==> src/rtl/four_level_page_walker_top_macros.svh <==
// Assertion macros for the page walker step module.
`ifndef FOUR_LEVEL_PAGE_WALKER_TOP_MACROS_SVH
`define FOUR_LEVEL_PAGE_WALKER_TOP_MACROS_SVH

// Check that cond holds in the same cycle as trig.
`define FLPW_ASSERT_SAME(label, clk, rstn, trig, cond) \
    label: assert property (@(posedge clk) disable iff (!rstn) (trig) |-> (cond)) \
        else $error("page walker check failed");

// Check that cond holds in the cycle after trig.
`define FLPW_ASSERT_NEXT(label, clk, rstn, trig, cond) \
    label: assert property (@(posedge clk) disable iff (!rstn) (trig) |=> (cond)) \
        else $error("page walker check failed");

`endif

==> src/rtl/flpw_pkg.sv <==
// Types, constants and address helper for the four-level page walker.
`timescale 1ns / 1ps

package flpw_pkg;

    localparam int VA_W     = 48;
    localparam int PA_W     = 52;
    localparam int ENTRY_W  = 64;
    localparam int IDX_W    = 9;
    localparam int PAGE_SH  = 12;
    localparam int ENTRY_SH = 3;

    localparam int SHIFT_L0 = 39;
    localparam int SHIFT_L1 = 30;
    localparam int SHIFT_L2 = 21;
    localparam int SHIFT_L3 = 12;

    localparam int IN_TDATA_W  = 168;
    localparam int OUT_TDATA_W = 120;

    localparam logic [1:0] LEVEL_TOP  = 2'd0;
    localparam logic [1:0] LEVEL_LEAF = 2'd3;

    localparam int BIT_PRESENT = 0;
    localparam int BIT_RW      = 1;

    localparam logic OP_REQUEST = 1'b0;
    localparam logic OP_DATA    = 1'b1;

    localparam logic KIND_READ = 1'b0;
    localparam logic KIND_DONE = 1'b1;

    typedef enum logic [1:0] {
        ST_IDLE = 2'b01,
        ST_WALK = 2'b10
    } walk_state_t;

    typedef struct packed {
        logic               op;
        logic [VA_W-1:0]    virt_addr;
        logic [PA_W-1:0]    root_base;
        logic               want_write;
        logic [ENTRY_W-1:0] mem_data;
    } in_item_t;

    typedef struct packed {
        logic               kind;
        logic [PA_W-1:0]    mem_addr;
        logic               hit;
        logic [ENTRY_W-1:0] phys_page;
    } result_t;

    function automatic logic [PA_W-1:0] entry_addr(
        input logic [PA_W-1:0] base,
        input logic [VA_W-1:0] va,
        input logic [1:0]      lvl
    );
        logic [IDX_W-1:0] idx;
        case (lvl)
            2'd0: begin
                idx = IDX_W'(va >> SHIFT_L0);
            end
            2'd1: begin
                idx = IDX_W'(va >> SHIFT_L1);
            end
            2'd2: begin
                idx = IDX_W'(va >> SHIFT_L2);
            end
            default: begin
                idx = IDX_W'(va >> SHIFT_L3);
            end
        endcase
        return {base[PA_W-1:PAGE_SH], idx, {ENTRY_SH{1'b0}}};
    endfunction

endpackage

==> src/rtl/flpw_in_reg.sv <==
// Input register stage: capture one word from the input channel.
`timescale 1ns / 1ps

module flpw_in_reg
    import flpw_pkg::*;
(
    input  logic                  aclk,
    input  logic                  aresetn,
    input  logic                  s_tvalid,
    output logic                  s_tready,
    input  logic [IN_TDATA_W-1:0] s_tdata,
    input  logic [0:0]            s_tuser,
    input  logic                  advance,
    output logic                  item_valid,
    output in_item_t              item
);

    logic     valid_reg;
    logic     valid_next;
    in_item_t item_reg;
    logic     accept;

    assign s_tready = !valid_reg || advance;
    assign accept   = s_tvalid && s_tready;

    always_comb begin
        valid_next = valid_reg;
        if (accept) begin
            valid_next = 1'b1;
        end else if (advance) begin
            valid_next = 1'b0;
        end
    end

    always_ff @(posedge aclk) begin
        if (!aresetn) begin
            valid_reg <= 1'b0;
        end else begin
            valid_reg <= valid_next;
        end
    end

    always_ff @(posedge aclk) begin
        if (accept) begin
            item_reg.op         <= s_tuser[0];
            item_reg.virt_addr  <= s_tdata[47:0];
            item_reg.root_base  <= s_tdata[99:48];
            item_reg.want_write <= s_tdata[100];
            item_reg.mem_data   <= s_tdata[164:101];
        end
    end

    assign item_valid = valid_reg;
    assign item       = item_reg;

endmodule

==> src/rtl/flpw_walk.sv <==
// Walk state and per-word step logic of the page walker.
`timescale 1ns / 1ps

`include "four_level_page_walker_top_macros.svh"

module flpw_walk
    import flpw_pkg::*;
(
    input  logic     aclk,
    input  logic     aresetn,
    input  logic     item_valid,
    input  in_item_t item,
    input  logic     advance,
    output logic     res_valid,
    output result_t  res
);

    walk_state_t     state_reg;
    walk_state_t     state_next;
    logic [1:0]      level_reg;
    logic [1:0]      level_next;
    logic [VA_W-1:0] virt_reg;
    logic [VA_W-1:0] virt_next;
    logic            write_reg;
    logic            write_next;
    logic            perm_ok;

    assign perm_ok = !(write_reg && !item.mem_data[BIT_RW]);

    always_comb begin
        state_next    = state_reg;
        level_next    = level_reg;
        virt_next     = virt_reg;
        write_next    = write_reg;
        res_valid     = 1'b0;
        res.kind      = KIND_READ;
        res.mem_addr  = '0;
        res.hit       = 1'b0;
        res.phys_page = '0;
        if (item_valid) begin
            if (item.op == OP_REQUEST) begin
                if (state_reg == ST_IDLE) begin
                    virt_next    = item.virt_addr;
                    write_next   = item.want_write;
                    level_next   = LEVEL_TOP;
                    state_next   = ST_WALK;
                    res_valid    = 1'b1;
                    res.mem_addr = entry_addr(item.root_base, item.virt_addr, LEVEL_TOP);
                end
            end else if (state_reg == ST_WALK) begin
                res_valid = 1'b1;
                if (!item.mem_data[BIT_PRESENT]) begin
                    state_next = ST_IDLE;
                    level_next = LEVEL_TOP;
                    res.kind   = KIND_DONE;
                end else if (level_reg != LEVEL_LEAF) begin
                    level_next   = level_reg + 2'd1;
                    res.mem_addr = entry_addr(item.mem_data[PA_W-1:0], virt_reg,
                                              level_reg + 2'd1);
                end else begin
                    state_next = ST_IDLE;
                    level_next = LEVEL_TOP;
                    res.kind   = KIND_DONE;
                    res.hit    = perm_ok;
                    if (perm_ok) begin
                        res.phys_page = {item.mem_data[ENTRY_W-1:PAGE_SH], {PAGE_SH{1'b0}}};
                    end
                end
            end
        end
    end

    always_ff @(posedge aclk) begin
        if (!aresetn) begin
            state_reg <= ST_IDLE;
            level_reg <= LEVEL_TOP;
            virt_reg  <= '0;
            write_reg <= 1'b0;
        end else if (advance) begin
            state_reg <= state_next;
            level_reg <= level_next;
            virt_reg  <= virt_next;
            write_reg <= write_next;
        end
    end

    `FLPW_ASSERT_SAME(a_done_only_walking, aclk, aresetn,
        res_valid && res.kind == KIND_DONE, state_reg == ST_WALK)
    `FLPW_ASSERT_SAME(a_hit_only_at_leaf, aclk, aresetn,
        res_valid && res.hit, level_reg == LEVEL_LEAF && res.kind == KIND_DONE)
    `FLPW_ASSERT_SAME(a_level_implies_walk, aclk, aresetn,
        level_reg != LEVEL_TOP, state_reg == ST_WALK)
    `FLPW_ASSERT_NEXT(a_read_keeps_walking, aclk, aresetn,
        advance && res_valid && res.kind == KIND_READ, state_reg == ST_WALK)

endmodule

==> src/rtl/flpw_out_reg.sv <==
// Result register stage: hold one result word for the output channel.
`timescale 1ns / 1ps

module flpw_out_reg
    import flpw_pkg::*;
(
    input  logic                   aclk,
    input  logic                   aresetn,
    input  logic                   advance,
    input  logic                   res_valid,
    input  result_t                res,
    output logic                   out_free,
    output logic                   m_tvalid,
    input  logic                   m_tready,
    output logic [OUT_TDATA_W-1:0] m_tdata,
    output logic [0:0]             m_tuser
);

    logic    valid_reg;
    logic    valid_next;
    result_t res_reg;

    assign out_free = !valid_reg || m_tready;

    always_comb begin
        valid_next = valid_reg;
        if (advance) begin
            valid_next = res_valid;
        end else if (m_tready) begin
            valid_next = 1'b0;
        end
    end

    always_ff @(posedge aclk) begin
        if (!aresetn) begin
            valid_reg <= 1'b0;
        end else begin
            valid_reg <= valid_next;
        end
    end

    always_ff @(posedge aclk) begin
        if (advance && res_valid) begin
            res_reg <= res;
        end
    end

    assign m_tvalid = valid_reg;
    assign m_tuser  = res_reg.kind;
    assign m_tdata  = {3'b000, res_reg.phys_page, res_reg.hit, res_reg.mem_addr};

endmodule

==> src/rtl/four_level_page_walker_top.sv <==
// Top level of the four-level page walker.
//
// The walker takes one word per cycle on the input channel: a translate request
// (tuser 0) or a table entry returned by memory (tuser 1), and answers each word
// that counts with one result word, held first in the input register and then,
// after the step logic between them, in the result register. Results are
// entry read requests (tuser 0, mem_addr) or a finished translation (tuser 1, hit,
// phys_page). A request while a walk is running and data while idle give no
// result. Input is taken every cycle as long as the result register is free or
// being drained; there is no start-up sweep after reset.
`timescale 1ns / 1ps

module four_level_page_walker_top
    import flpw_pkg::*;
(
    input  logic                   aclk,
    input  logic                   aresetn,
    input  logic                   s_tvalid,
    output logic                   s_tready,
    // virt_addr[47:0], root_base[99:48], want_write[100], mem_data[164:101], zero pad
    input  logic [IN_TDATA_W-1:0]  s_tdata,
    // op[0]
    input  logic [0:0]             s_tuser,
    output logic                   m_tvalid,
    input  logic                   m_tready,
    // mem_addr[51:0], hit[52], phys_page[116:53], zero pad
    output logic [OUT_TDATA_W-1:0] m_tdata,
    // kind[0]
    output logic [0:0]             m_tuser
);

    logic     item_valid;
    in_item_t item;
    logic     res_valid;
    result_t  res;
    logic     out_free;
    logic     advance;

    assign advance = item_valid && out_free;

    flpw_in_reg u_in_reg (
        .aclk       (aclk),
        .aresetn    (aresetn),
        .s_tvalid   (s_tvalid),
        .s_tready   (s_tready),
        .s_tdata    (s_tdata),
        .s_tuser    (s_tuser),
        .advance    (advance),
        .item_valid (item_valid),
        .item       (item)
    );

    flpw_walk u_walk (
        .aclk       (aclk),
        .aresetn    (aresetn),
        .item_valid (item_valid),
        .item       (item),
        .advance    (advance),
        .res_valid  (res_valid),
        .res        (res)
    );

    flpw_out_reg u_out_reg (
        .aclk      (aclk),
        .aresetn   (aresetn),
        .advance   (advance),
        .res_valid (res_valid),
        .res       (res),
        .out_free  (out_free),
        .m_tvalid  (m_tvalid),
        .m_tready  (m_tready),
        .m_tdata   (m_tdata),
        .m_tuser   (m_tuser)
    );

endmodule
==> config.mk <==
export PLATFORM = sky130hd
export DESIGN_NAME = four_level_page_walker_top
export DESIGN_NICKNAME = d
export VERILOG_FILES = /design/src/rtl/flpw_pkg.sv /design/src/rtl/flpw_in_reg.sv /design/src/rtl/flpw_walk.sv /design/src/rtl/flpw_out_reg.sv /design/src/rtl/four_level_page_walker_top.sv
export VERILOG_INCLUDE_DIRS = /design/src /design/src/rtl
export SDC_FILE = /design/constraint.sdc
export NUM_CORES = 1
export LEC_CHECK = 0
export ABC_AREA = 1
export ABC_CLOCK_PERIOD_IN_PS = 7800
export BUFFER_PORTS_ARGS = -buffer_cell sky130_fd_sc_hd__buf_2
export CORE_UTILIZATION = 55
export CTS_CLUSTER_DIAMETER = 80
export DETAILED_ROUTE_END_ITERATION = 8
export PLACE_DENSITY = 0.89
export REMOVE_ABC_BUFFERS = 1
export SKIP_CTS_REPAIR_TIMING = 1
export SLEW_MARGIN = 20
export SYNTH_ARGS = -nofsm -noshare
export SYNTH_HDL_FRONTEND = slang
export SYNTH_SLANG_ARGS = --single-unit
==> constraint.sdc <==
create_clock -name aclk -period 7.8 [get_ports aclk]
set_clock_uncertainty 0.05 [all_clocks]
set_input_delay 0.78 -clock aclk [delete_from_list [all_inputs] [get_ports aclk]]
set_output_delay 0.78 -clock aclk [all_outputs]
set_load 0.005 [all_outputs]
==> PnR_summary.wiki, run 1 <==
{| class="wikitable"
! Metric !! Value
|-
| Detailed-route wire length per cell || 16.68 µm
|-
| Remaining global-route overflow || 0
|-
| Delay of the slowest critical-path stage || about 0.85 ns
|-
| Part of the Yosys area used for sequential elements || 78.77%
|-
| First-pass iteration count of the detailed router || 4
|-
| Cts bufs inserted || 27
|-
| Max FFs per register || ~130
|-
| Count of pins over their slew limit || 0
|-
| Sequential share of power || 54.7%
|-
| Critical Setup Path Class || reg -> reg
|-
| Max-cap violation count || 0
|-
| Antenna violations before repair || 5
|-
| H-tree Lvls || 1
|-
| Clock root cell || sky130_fd_sc_hd__clkbuf_16
|-
| Worst-path fanout max || 40
|-
| Number of endpoints with negative hold slack in the final report || 0
|-
| Endpoint arrival time on the critical path || between 3 and 4 ns
|-
| Power density relative to cell area || 253.2 nW/µm²
|-
| Maximum clock path buffer count || 3
|-
| Largest delay share family, worst path || simple AND/OR/NAND/NOR gates
|-
| Total wire length || 20.84 mm
|-
| Die Y || 137.2 µm
|-
| Number of nets with antenna violations after routing || 0
|-
| Top-level port count || 296
|-
| Worst-Skew Late Latency || 0.54 ns
|-
| YS warnings || 0
|-
| IO buf count || 240
|-
| DRC marker count from the first detailed-route iteration || about 350
|-
| Row count || 49
|-
| Gp weighted congestion || 0.8305
|-
| Biggest area consumer among synthesized cells || sky130_fd_sc_hd__edfxtp_1
|-
| Cell variety after synth || 25
|-
| Crit path required time || 8.07 ns
|-
| PnR Total Power || 0.003102 W
|-
| Final net count || 1171
|-
| Gate Count Post-Synth || 752
|-
| Global-route wire length before repair || 30.75 mm
|-
| Starting density of the core || 55.96%
|-
| Switching component of the power || about 0.00064 W
|-
| Critical path capture point type || flop
|-
| Pin count of the biggest net entering global routing || 70
|-
| Vias in the first global route || 5958
|-
| Worst slew margin || between 30% and 40%
|-
| Area grow syn2layout || 21.87%
|-
| Combinational group share of total power || 4.4%
|-
| Post-synthesis instance area || between 10000 and 15000 µm²
|-
| Combined buffer and inverter count along the critical path || 0
|-
| Mean area per synthesized cell || 13.37 µm²
|-
| Internal power || between 0.002 and 0.0025 W
|-
| Placeable core region || 17960 µm²
|-
| Overall track demand over capacity in global routing || around 22%
|-
| CTS tree || yes
|-
| Final Cycle Share || 40.16%
|-
| CP max-delay cell || sky130_fd_sc_hd__nand3_2
|-
| Power share of the clock group || 40.9%
|-
| Clock-pin slew reported for the worst setup and hold paths after clock tree synthesis || 0.06 ns
|-
| Final HPWL DP || 13.97 mm
|-
| Worst-Margin Slew || 0.9439 ns
|-
| Width of the die || 137.2 µm
|-
| Switching part of the total power || 20.50%
|-
| Num Clock Sinks || about 280
|-
| Count of endpoints failing setup in the final report || 0
|-
| Fraction of final layout cells with drive strength greater than 1 || 28.99%
|-
| Fin Setup TNS || 0 ns
|-
| Flops & latches, synth || 278
|-
| Fillers || approximately 1.2k
|-
| Total via count after detailed routing || approximately 6.3k
|-
| Fraction of synthesized cell area taken by the top area cell type || 70.20%
|-
| IR drop worst, VDD || about 240 µV
|-
| Die Footprint || between 15000 and 20000 µm²
|-
| Status || complete, no violations
|-
| DRC viols || 0
|-
| Hold/Removal Path Class || in -> reg
|-
| End-of-flow core utilization || roughly two thirds
|-
| Ordered cell list for the critical path || ha_1 > nor2_1 > nand3_2 > o21ai_0
|-
| RSZ-0062 raised after global routing || false
|-
| Top post-synthesis cells by area || sky130_fd_sc_hd__edfxtp_1 70%, sky130_fd_sc_hd__dfxtp_1 8.6%, sky130_fd_sc_hd__nor2_1 4.3%
|-
| Maximum clock frequency || roughly 320 MHz
|-
| Leakage power total || 5.134 nW
|-
| Startpoint types || flop
|-
| Final Critical Period || 3.133 ns
|-
| Drt via density || 5.006
|}
## kinds of logic after synthesis
kind of cell | after synthesis | synth area share (%)
simple gates | 241 | 9.335
other cells | 1 | 0.03731
fa+ha+maj | 4 | 0.4979
flops | 278 | 78.77
compound gates | 109 | 5.713
buf+inv | 119 | 5.651
## Yosys cell counts
| cell type | n |
|---|---|
| sky130_fd_sc_hd__edfxtp_1 | 235 |
| sky130_fd_sc_hd__nor2_1 | 114 |
| sky130_fd_sc_hd__nand2_1 | 109 |
| sky130_fd_sc_hd__o21ai_0 | 77 |
| sky130_fd_sc_hd__inv_1 | 68 |
| sky130_fd_sc_hd__dfxtp_1 | 43 |
| sky130_fd_sc_hd__buf_4 | 23 |
| sky130_fd_sc_hd__a21oi_1 | 21 |
| sky130_fd_sc_hd__clkbuf_1 | 14 |
| sky130_fd_sc_hd__nand3_1 | 14 |
| sky130_fd_sc_hd__o21a_1 | 9 |
| sky130_fd_sc_hd__buf_2 | 7 |
| sky130_fd_sc_hd__ha_1 | 4 |
| sky130_fd_sc_hd__buf_6 | 3 |
| sky130_fd_sc_hd__a211oi_1 | 1 |
| sky130_fd_sc_hd__a21oi_2 | 1 |
| sky130_fd_sc_hd__clkbuf_2 | 1 |
| sky130_fd_sc_hd__clkinv_1 | 1 |
| sky130_fd_sc_hd__conb_1 | 1 |
| sky130_fd_sc_hd__inv_2 | 1 |
| sky130_fd_sc_hd__inv_4 | 1 |
| sky130_fd_sc_hd__nand2_2 | 1 |
| sky130_fd_sc_hd__nand3b_1 | 1 |
| sky130_fd_sc_hd__nor2_2 | 1 |
| sky130_fd_sc_hd__nor2_4 | 1 |
## power by group through the flow
stage                     clock network, W  registers [W]  logic [W]
after global placement                   0        0.00172   0.000128
after global routing               0.00134        0.00170   0.000154
after detailed placement                 0        0.00173   0.000135
final                              0.00127        0.00170   0.000135
after CTS                          0.00129        0.00170   0.000137
after floorplan                          0        0.00173  0.0000643
## layout make-up
class / count / area, µm² / share of cell area, %
Tap cell: 229 / 286.5 / 2.339
Inverter: 71 / 276.5 / 2.257
Multi-Input combinational cell: 372 / 1648 / 13.45
Antenna cell: 6 / 15.01 / 0.1226
Clock inverter: 14 / 130.1 / 1.062
Timing Repair Buffer: 244 / 1231 / 10.05
Clock buffer: 35 / 745.7 / 6.087
Sequential cell: 278 / 7918 / 64.63
## worst reg2reg max path: cells and delay by family, from the launching register on
family,cells,cell delay (ns)
AO/OA/AOI/OAI,1,0.56
adder cells (fa/ha/maj),1,0.33
flip-flops,1,0.34
AND/OR/NAND/NOR,2,1.64
## placed cells by master (no fill, tap or decap), drive strengths merged
| master | synthesis | routed |
|---|---|---|
| nand2 | 110 | 110 |
| clkbuf | 15 | 35 |
| clkinv | 1 | 11 |
| nand3 | 14 | 14 |
| nor2 | 116 | 116 |
| clkinvlp | 0 | 1 |
| nand3b | 1 | 1 |
| a211oi | 1 | 1 |
| bufinv | 0 | 2 |
| dfxtp | 43 | 43 |
| inv | 70 | 71 |
| diode | 0 | 6 |
| edfxtp | 235 | 235 |
| o21ai | 77 | 77 |
| conb | 1 | 18 |
| buf | 33 | 244 |
| o21a | 9 | 9 |
| a21oi | 22 | 22 |
| ha | 4 | 4 |
## worst paths after layout
kind	slack [ns]	endpoint	depth (start not counted)	from
setup reg to reg	4.67	u_out_reg.m_tdata[30]$_SDFFCE_PN0P_	4	u_walk.level_reg[1]$_SDFFE_PN0P_
hold / removal	0.36	u_in_reg.item[60]$_DFFE_PP_	1	s_tdata[161]
hold reg to reg	0.42	u_walk.virt_reg[47]$_SDFFE_PN0P_	2	u_walk.virt_reg[47]$_SDFFE_PN0P_
setup / recovery	4.67	u_out_reg.m_tdata[30]$_SDFFCE_PN0P_	4	u_walk.level_reg[1]$_SDFFE_PN0P_
## per-layer routing
metal,global-route usage (%),share of wire (%),up-vias
met5,0,0.077,-
met4,9.035,3.2,2
met3,4.783,9.0,49
met2,38.50,51,314
met1,25.97,37,2879
li1,-,-,3009
## metrics by stage
stage               std cells  worst slack [ns]  instance area, µm²  hold WS [ns]
finish                   1249             4.667               12250        0.3611
global route             1247             4.495               12250        0.3376
CTS                      1243             4.683               12240        0.3366
detailed placement       1194             4.728               11360        0.4131
global placement         1194             4.895               11360        0.4029
floorplan                 721             3.700                9817        0.3956
(Power assumes the default switching activity.)
==> inputs of run 2 (changes only) <==
--- a/config.mk
+++ b/config.mk
@@ -6,13 +6,13 @@
 export SDC_FILE = /design/constraint.sdc
 export NUM_CORES = 1
 export LEC_CHECK = 0
-export ABC_AREA = 1
-export ABC_CLOCK_PERIOD_IN_PS = 7800
+export ABC_AREA = 0
+export ABC_CLOCK_PERIOD_IN_PS = 2600
 export BUFFER_PORTS_ARGS = -buffer_cell sky130_fd_sc_hd__buf_2
-export CORE_UTILIZATION = 55
+export CORE_UTILIZATION = 46
 export CTS_CLUSTER_DIAMETER = 80
 export DETAILED_ROUTE_END_ITERATION = 8
-export PLACE_DENSITY = 0.89
+export PLACE_DENSITY = 0.8
 export REMOVE_ABC_BUFFERS = 1
 export SKIP_CTS_REPAIR_TIMING = 1
 export SLEW_MARGIN = 20
==> constraint.sdc (replaced) <==
create_clock -name aclk -period 2.6 [get_ports aclk]
set_clock_uncertainty 0.05 [all_clocks]
set_input_delay 0.26 -clock aclk [delete_from_list [all_inputs] [get_ports aclk]]
set_output_delay 0.26 -clock aclk [all_outputs]
set_load 0.005 [all_outputs]
==> PnR_summary.wiki, run 2 <==
{| class="wikitable"
! Metric !! Value
|-
| Count of pins over their slew limit || 0 (unchanged)
|-
| Worst-Margin Slew || 0.6979 ns (-0.2459 ns)
|-
| Global Route met3 Usage || 4.606% (-0.18 points)
|-
| Largest delay share family, worst path || simple AND/OR/NAND/NOR gates
|-
| DRC marker count from the first detailed-route iteration || 471 (+33%)
|-
| Terminus of the critical flop-to-flop path || u_walk.virt_reg[30]$_SDFFE_PN0P_
|-
| Cell variety after synth || 36 (+44%)
|-
| Final HPWL DP || 14.08 mm (+0.73%)
|-
| Logic depth of the worst register-to-register path || 4 (unchanged)
|-
| Width of the die || 150.3 µm (+9.5%)
|-
| Detailed-route wire length per cell || 18.93 µm (+13%)
|-
| Max FFs per register || 132 (unchanged)
|-
| Gr busiest metal || met2
|-
| Placeable core region || 21290 µm² (+18%)
|-
| Remaining global-route overflow || 0 (unchanged)
|-
| Clock root cell || sky130_fd_sc_hd__clkbuf_16
|-
| Fillers || 1449 (+18%)
|-
| RSZ-0062 raised after global routing || false
|-
| Delay of the slowest critical-path stage || 0.51 ns (-0.34 ns)
|-
| Count of endpoints failing setup in the final report || 0 (unchanged)
|-
| Cts bufs inserted || 28 (+3.7%)
|-
| Worst min-delay path startpoint || aresetn
|-
| Total wire length || 24.46 mm (+17%)
|-
| Status || complete, no violations
|-
| Combined buffer and inverter count along the critical path || 1 (+1)
|-
| Power density relative to cell area || 700.8 nW/µm² (+180%)
|-
| Most frequent cells in the layout || 240 x sky130_fd_sc_hd__buf_2, 235 x sky130_fd_sc_hd__edfxtp_1, 133 x sky130_fd_sc_hd__dlygate4sd3_1
|-
| Startpoint types || flop
|-
| Fraction of final layout cells with drive strength greater than 1 || 29.88% (+0.89 points)
|-
| Final Cycle Share || 79.89% (+40 points)
|-
| Global-route wire length before repair || 32.21 mm (+4.7%)
|-
| Overall track demand over capacity in global routing || 18.82% (-3.0 points)
|-
| Met2 usage || 33.36% (-5.1 points)
|-
| Biggest area consumer among synthesized cells || sky130_fd_sc_hd__edfxtp_1
|-
| Area grow syn2layout || 36.99%
|-
| Top post-synthesis cells by area || sky130_fd_sc_hd__edfxtp_1 70%, sky130_fd_sc_hd__dfxtp_1 8.5%, sky130_fd_sc_hd__a22o_1 4.2%
|-
| Worst Hold Path EP || u_walk.state_reg[0]$_SDFFE_PN1P_
|-
| Gate Count Post-Synth || 617 (-18%)
|-
| Part of the Yosys area used for sequential elements || 78.32% (-0.45 points)
|-
| CTS tree || yes
|-
| Clock-pin slew reported for the worst setup and hold paths after clock tree synthesis || 0.06 ns (about the same)
|-
| Worst-Skew Late Latency || 0.53 ns (about the same)
|-
| DRC viols || 0 (unchanged)
|-
| Pin count of the biggest net entering global routing || 72 (+2.9%)
|-
| Die Footprint || 22580 µm² (+20%)
|-
| Gp weighted congestion || 0.7755 (-6.6%)
|-
| Starting density of the core || 47.49% (-8.5 points)
|-
| Final net count || 1169 (-0.17%)
|-
| Number of nets with antenna violations after routing || 0 (unchanged)
|-
| Leakage power total || 5.302 nW (+3.3%)
|-
| Area used by multi-input combinational logic || 1934 µm² (+17%)
|-
| Number of standard cells in the final layout excluding fillers || 1292 (+3.4%)
|-
| Synth Flop Type || sky130_fd_sc_hd__edfxtp_1
|-
| Vias in the first global route || 5988 (+0.50%)
|-
| CP max-delay cell || sky130_fd_sc_hd__buf_4
|-
| Fraction of registers with async set or reset after synthesis || 0% (unchanged)
|-
| Hold Crit Depth || 2 (+1)
|-
| Number of endpoints with negative hold slack in the final report || 0 (unchanged)
|-
| IO buf count || 240 (unchanged)
|-
| Mean area per synthesized cell || 16.39 µm² (+23%)
|-
| Hold/Removal Path Class || in -> reg
|-
| Crit path required time || 2.97 ns (-5.10 ns)
|-
| Antenna violations before repair || 4 (-1)
|-
| Max-cap violation count || 0 (unchanged)
|-
| Worst slew margin || 53.47% (+17 points)
|-
| Post-synthesis instance area || 10110 µm² (+0.57%)
|-
| Drt via density || 5.149 (+2.9%)
|-
| Ordered cell list for the critical path || and4bb_4 > buf_4 > nand3_1 > a21boi_0
|-
| Flops & latches, synth || 278 (unchanged)
|-
| Number of instances in the placed design || 1104 (-7.5%)
|-
| Flop-to-flop setup slack || 0.52 ns (-4.14 ns)
|-
| Maximum clock path buffer count || 3 (unchanged)
|-
| Most common cell after layout, fill and taps aside || sky130_fd_sc_hd__buf_2
|-
| Final Critical Period || 2.077 ns (-1.056 ns)
|-
| YS warnings || 0 (unchanged)
|-
| Cell with the most instances after synthesis || sky130_fd_sc_hd__edfxtp_1
|-
| Endpoint arrival time on the critical path || 2.45 ns (-0.96 ns)
|-
| Sequential cell area || 7918 µm² (unchanged)
|-
| Met1 capacity usage during global routing || 22.85% (-3.1 points)
|-
| Row count || 53 (+8.2%)
|-
| Beginning of the worst register-to-register path || u_in_reg.item[165]$_DFFE_PP_
|-
| H-tree Lvls || 1 (unchanged)
|-
| Number of flops mapped to enable cells by yosys || 235 (unchanged)
|-
| Worst-path fanout max || 54 (+35%)
|-
| Num Clock Sinks || 278 (unchanged)
|-
| PnR Total Power || 0.009706 W (+210%)
|-
| Total via count after detailed routing || 6653 (+6.4%)
|-
| IR drop worst, VDD || 604.1 µV (+150%)
|-
| Critical Setup Path Class || reg -> reg
|-
| Die Y || 150.3 µm (+9.5%)
|-
| Critical path capture point type || flop
|-
| Most used standard cells in the synthesized netlist || 235 x sky130_fd_sc_hd__edfxtp_1, 53 x sky130_fd_sc_hd__and2_1, 49 x sky130_fd_sc_hd__a22o_1, 47 x sky130_fd_sc_hd__o21ai_0, 43 x sky130_fd_sc_hd__dfxtp_1
|-
| First-pass iteration count of the detailed router || 7 (+3)
|-
| Top-level port count || 296 (unchanged)
|-
| Fraction of synthesized cell area taken by the top area cell type || 69.80% (-0.40 points)
|-
| Maximum clock frequency || 481.4 MHz (+51%)
|}
[run 2: worst reg2reg max path: stages, from the launching register on]
cell and delay, ns:
sky130_fd_sc_hd__edfxtp_1 0.48, sky130_fd_sc_hd__and4bb_4 0.39, sky130_fd_sc_hd__buf_4 0.51, sky130_fd_sc_hd__nand3_1 0.25, sky130_fd_sc_hd__a21boi_0 0.28
[run 2: worst max-delay path by stage]
stage	slack (ns)	endpoint	startpoint	depth (start not counted)
detailed placement	0.59	u_out_reg.m_tdata[78]$_SDFFCE_PP0P_	u_in_reg.item[165]$_DFFE_PP_	4
floorplan	-1.91	u_in_reg.item[0]$_DFFE_PP_	u_out_reg.m_tvalid$_SDFFE_PN0P_	3
finish	0.52	u_walk.virt_reg[30]$_SDFFE_PN0P_	u_in_reg.item[165]$_DFFE_PP_	4
global placement	0.64	u_out_reg.m_tdata[25]$_SDFFCE_PN0P_	u_in_reg.item[165]$_DFFE_PP_	4
global route	0.45	u_walk.virt_reg[30]$_SDFFE_PN0P_	u_in_reg.item[165]$_DFFE_PP_	4
CTS	0.57	u_out_reg.m_tdata[88]$_SDFFCE_PP0P_	u_in_reg.item[165]$_DFFE_PP_	4
[run 2: layer usage]
| layer | share of wire (%) | up-vias |
|---|---|---|
| li1 | - | 3081 |
| met1 | 37 | 3191 |
| met2 | 53 | 339 |
| met3 | 8.3 | 40 |
| met4 | 1.6 | 2 |
| met5 | 0.053 | - |
[run 2: final cells by class]
class / count / share of cell area, %
antenna: 3 / 0.05421
clock buffer: 37 / 5.457
sequential: 278 / 57.17
timing repair buffer: 388 / 19.46
tap: 275 / 2.484
clock inverter: 15 / 1.283
inverter: 4 / 0.1265
multi-input combinational: 292 / 13.97
[run 2: cell families after synthesis]
logic type / synth area share [%]
adder cells (fa/ha/maj): 0.4951
AND/OR/NAND/NOR: 6.782
buffers and inverters: 3.416
flip-flops: 78.32
multiplexers: 0.1980
other: 0.03709
AO/OA/AOI/OAI: 10.76
[run 2: where the power goes]
part	total, W	internal [W]	leakage [nW]	switching (W)
clock	0.00404	0.00244	0.446	0.00161
sequential	0.00511	0.00503	2.62	0.0000772
combinational	0.000553	0.000299	2.24	0.000254
[run 2: per-stage QoR]
stage / hold WS, ns / worst slack, ns / setup TNS (ns) / area (µm²) / util (%)
after detailed placement: 0.3881 / 0.5896 / 0 / 11580 / 54.39
final: 0.2268 / 0.5228 / 0 / 13850 / 65.06
after global routing: 0.2683 / 0.4525 / 0 / 13850 / 65.05
after floorplan: 0.2989 / -1.913 / -419.68 / 9843 / -
after global placement: 0.3871 / 0.6359 / 0 / 11580 / 54.39
after CTS: -0.1648 / 0.5673 / 0 / 12510 / 58.77
==> inputs of run 3 (changes only) <==
--- a/config.mk
+++ b/config.mk
@@ -7,7 +7,7 @@
 export NUM_CORES = 1
 export LEC_CHECK = 0
 export ABC_AREA = 0
-export ABC_CLOCK_PERIOD_IN_PS = 2600
+export ABC_CLOCK_PERIOD_IN_PS = 1670
 export BUFFER_PORTS_ARGS = -buffer_cell sky130_fd_sc_hd__buf_2
 export CORE_UTILIZATION = 46
 export CTS_CLUSTER_DIAMETER = 80
==> constraint.sdc (replaced) <==
create_clock -name aclk -period 1.67 [get_ports aclk]
set_clock_uncertainty 0.05 [all_clocks]
set_input_delay 0.167 -clock aclk [delete_from_list [all_inputs] [get_ports aclk]]
set_output_delay 0.167 -clock aclk [all_outputs]
set_load 0.005 [all_outputs]
==> PnR_summary.wiki, run 3 (same netlist as run 2, synthesis figures left out) <==
{| class="wikitable"
! Metric !! Value
|-
| Fraction of final layout cells with drive strength greater than 1 || 31.41% (+1.5 points)
|-
| DRC viols || 0 (unchanged)
|-
| Die Y || 150.3 µm (unchanged)
|-
| PnR Total Power || 0.01489 W (+53%)
|-
| Power density relative to cell area || 1057 nW/µm² (+51%)
|-
| Status || finished with violations
|-
| Startpoint types || flop
|-
| Die Footprint || 22580 µm² (unchanged)
|-
| Maximum clock frequency || 586.3 MHz (+22%)
|-
| Remaining global-route overflow || 0 (unchanged)
|-
| Switching component of the power || 0.003054 W (+58%)
|-
| Combinational group share of total power || 6.2% (+0.5 points)
|-
| Number of endpoints with negative hold slack in the final report || 0 (unchanged)
|-
| Worst-path fanout max || 36 (-33%)
|-
| Worst-Skew Late Latency || 0.55 ns (+0.02 ns)
|-
| Top-level port count || 296 (unchanged)
|-
| Power share of the clock group || 40.3% (-1.4 points)
|-
| Number of instances in the placed design || 1118 (+1.3%)
|-
| RSZ-0062 raised after global routing || true
|-
| Count of pins over their slew limit || 0 (unchanged)
|-
| Width of the die || 150.3 µm (unchanged)
|-
| Final Critical Period || 1.706 ns (-0.3716 ns)
|-
| Post-route cell area || 14090 µm² (+1.7%)
|-
| Leakage power total || 5.400 nW (+1.8%)
|-
| Critical Path Start || u_in_reg.item[165]$_DFFE_PP_
|-
| Total wire length || 25.60 mm (+4.7%)
|-
| Fillers || 1397 (-3.6%)
|-
| End-of-flow core utilization || 66.18% (+1.1 points)
|-
| Endpoint arrival time on the critical path || 2.06 ns (-0.39 ns)
|-
| Critical Setup Path Class || reg -> reg
|-
| First-pass iteration count of the detailed router || 7 (unchanged)
|-
| Row count || 53 (unchanged)
|-
| Clock root cell || sky130_fd_sc_hd__clkbuf_16
|-
| CTS tree || yes
|-
| Final HPWL DP || 14.36 mm (+2.0%)
|-
| Most common cell after layout, fill and taps aside || sky130_fd_sc_hd__buf_2
|-
| Global Route met3 Usage || 4.727% (+0.12 points)
|-
| Final Cycle Share || 102.1% (+22 points)
|-
| Met1 capacity usage during global routing || 24.01% (+1.2 points)
|-
| Maximum clock path buffer count || 3 (unchanged)
|-
| Sequential share of power || 53.4% (+0.8 points)
|-
| Detailed-route wire length per cell || 19.65 µm (+3.8%)
|-
| Switching part of the total power || 20.52% (+0.56 points)
|-
| Sequential cell area || 7925 µm² (about the same)
|-
| Crit path required time || 2.02 ns (-0.95 ns)
|-
| H-tree Lvls || 1 (unchanged)
|-
| Overall track demand over capacity in global routing || 18.92% (+0.10 points)
|-
| Beginning of the worst register-to-register path || u_in_reg.item[165]$_DFFE_PP_
|-
| Pin count of the biggest net entering global routing || 54 (-25%)
|-
| Logic depth of the worst register-to-register path || 4 (unchanged)
|-
| Gr busiest metal || met2
|-
| Starting density of the core || 47.49% (unchanged)
|-
| Max FFs per register || 132 (unchanged)
|-
| Gp weighted congestion || 0.8285 (+6.8%)
|-
| Most frequent cells in the layout || 240 x sky130_fd_sc_hd__buf_2, 235 x sky130_fd_sc_hd__edfxtp_1, 133 x sky130_fd_sc_hd__dlygate4sd3_1
|-
| Placement Setup Slack || -0.1014 ns (-0.6910 ns)
|-
| DRC marker count from the first detailed-route iteration || 577 (+23%)
|-
| Terminus of the critical flop-to-flop path || u_walk.virt_reg[34]$_SDFFE_PN0P_
|-
| Antenna violations before repair || 4 (unchanged)
|-
| Critical path capture point || u_walk.virt_reg[34]$_SDFFE_PN0P_
|-
| Area used by multi-input combinational logic || 1977 µm² (+2.2%)
|-
| Total via count after detailed routing || 6863 (+3.2%)
|-
| Number of nets with antenna violations after routing || 0 (unchanged)
|-
| Met2 usage || 32.34% (-1.0 points)
|-
| Drt via density || 5.267 (+2.3%)
|-
| Internal power || 0.01183 W (+52%)
|-
| Flop-to-flop setup slack || -0.04 ns (-0.56 ns)
|-
| Final net count || 1185 (+1.4%)
|-
| Number of standard cells in the final layout excluding fillers || 1303 (+0.85%)
|-
| Placeable core region || 21290 µm² (unchanged)
|-
| Placed Area || 11800 µm² (+1.9%)
|-
| Violated checks || setup timing
|-
| Critical path capture point type || flop
|-
| Global-route wire length before repair || 32.11 mm (-0.32%)
|-
| Clock-pin slew reported for the worst setup and hold paths after clock tree synthesis || 0.06 ns (about the same)
|-
| Cts bufs inserted || 27 (-3.6%)
|-
| Max-cap violation count || 0 (unchanged)
|-
| IO buf count || 240 (unchanged)
|-
| Hold/Removal Path Class || in -> reg
|-
| Minimum setup slack in the final design || -0.03564 ns (-0.5584 ns)
|-
| Count of endpoints failing setup in the final report || 19 (+19)
|-
| Num Clock Sinks || 278 (unchanged)
|-
| Vias in the first global route || 5811 (-3.0%)
|-
| Area grow syn2layout || 39.34%
|-
| IR drop worst, VDD || 845.4 µV (+40%)
|}
-- run 3: changes by cell type in the layout (fill, tap and decap cells not counted), moves of 3 or more --
cell / change
sky130_fd_sc_hd__buf_12: +9
sky130_fd_sc_hd__o21ai_0: -7
sky130_fd_sc_hd__ha_4: +3
sky130_fd_sc_hd__o21ai_1: +7
sky130_fd_sc_hd__clkinvlp_4: -3
sky130_fd_sc_hd__ha_1: -3
sky130_fd_sc_hd__buf_4: +6
-- run 3: worst min path at each step --
stage,from,to,slack [ns],cells past startpoint
floorplan,aresetn,u_walk.state_reg[0]$_SDFFE_PN1P_,0.21,1
global placement,s_tdata[41],u_in_reg.item[158]$_DFFE_PP_,0.29,1
detailed placement,s_tdata[14],u_in_reg.item[131]$_DFFE_PP_,0.30,1
CTS,s_tdata[148],u_in_reg.item[47]$_DFFE_PP_,-0.28,1
global route,aresetn,u_walk.state_reg[0]$_SDFFE_PN1P_,0.11,3
finish,aresetn,u_walk.state_reg[0]$_SDFFE_PN1P_,0.1,3
-- run 3: power groups by stage --
stage | clock, W | combinational [W] | sequential (W)
2_1_floorplan | 0 | 0.000231 | 0.00809
3_3_place_gp | 0 | 0.000619 | 0.00808
3_5_place_dp | 0 | 0.000639 | 0.00809
4_1_cts | 0.00606 | 0.000641 | 0.00795
5_1_grt | 0.00636 | 0.00100 | 0.00798
6_report | 0.00600 | 0.000926 | 0.00796
-- run 3: area by class of cell --
class	count	area share (%)
Multi-Input combinational cell	292	14.03
Inverter	4	0.1599
Tap cell	275	2.442
Clock buffer	38	5.160
Timing Repair Buffer	405	20.99
Clock inverter	8	0.9059
Sequential cell	278	56.26
Antenna cell	3	0.05329
-- run 3: routing by layer --
metal	wire, µm	share of wire (%)	up-vias
li1	-	-	3108
met1	9556	37	3297
met2	13340	52	412
met3	2258	8.8	44
met4	432	1.7	2
met5	13	0.051	-
-- run 3: critical path, stage by stage (launching register included) --
cell,delay [ns]
sky130_fd_sc_hd__edfxtp_1,0.49
sky130_fd_sc_hd__nand4bb_2,0.40
sky130_fd_sc_hd__buf_12,0.24
sky130_fd_sc_hd__o21ai_0,0.23
sky130_fd_sc_hd__a21boi_0,0.14
-- run 3: through the flow --
step	TNS (ns)	hold WS, ns
6_report	-0.1444	0.09832
5_1_grt	-5.016	0.1082
4_1_cts	-3.348	-0.2797
3_5_place_dp	-1.890	0.2951
3_3_place_gp	-0.2779	0.2939
2_1_floorplan	-751.14	0.2059
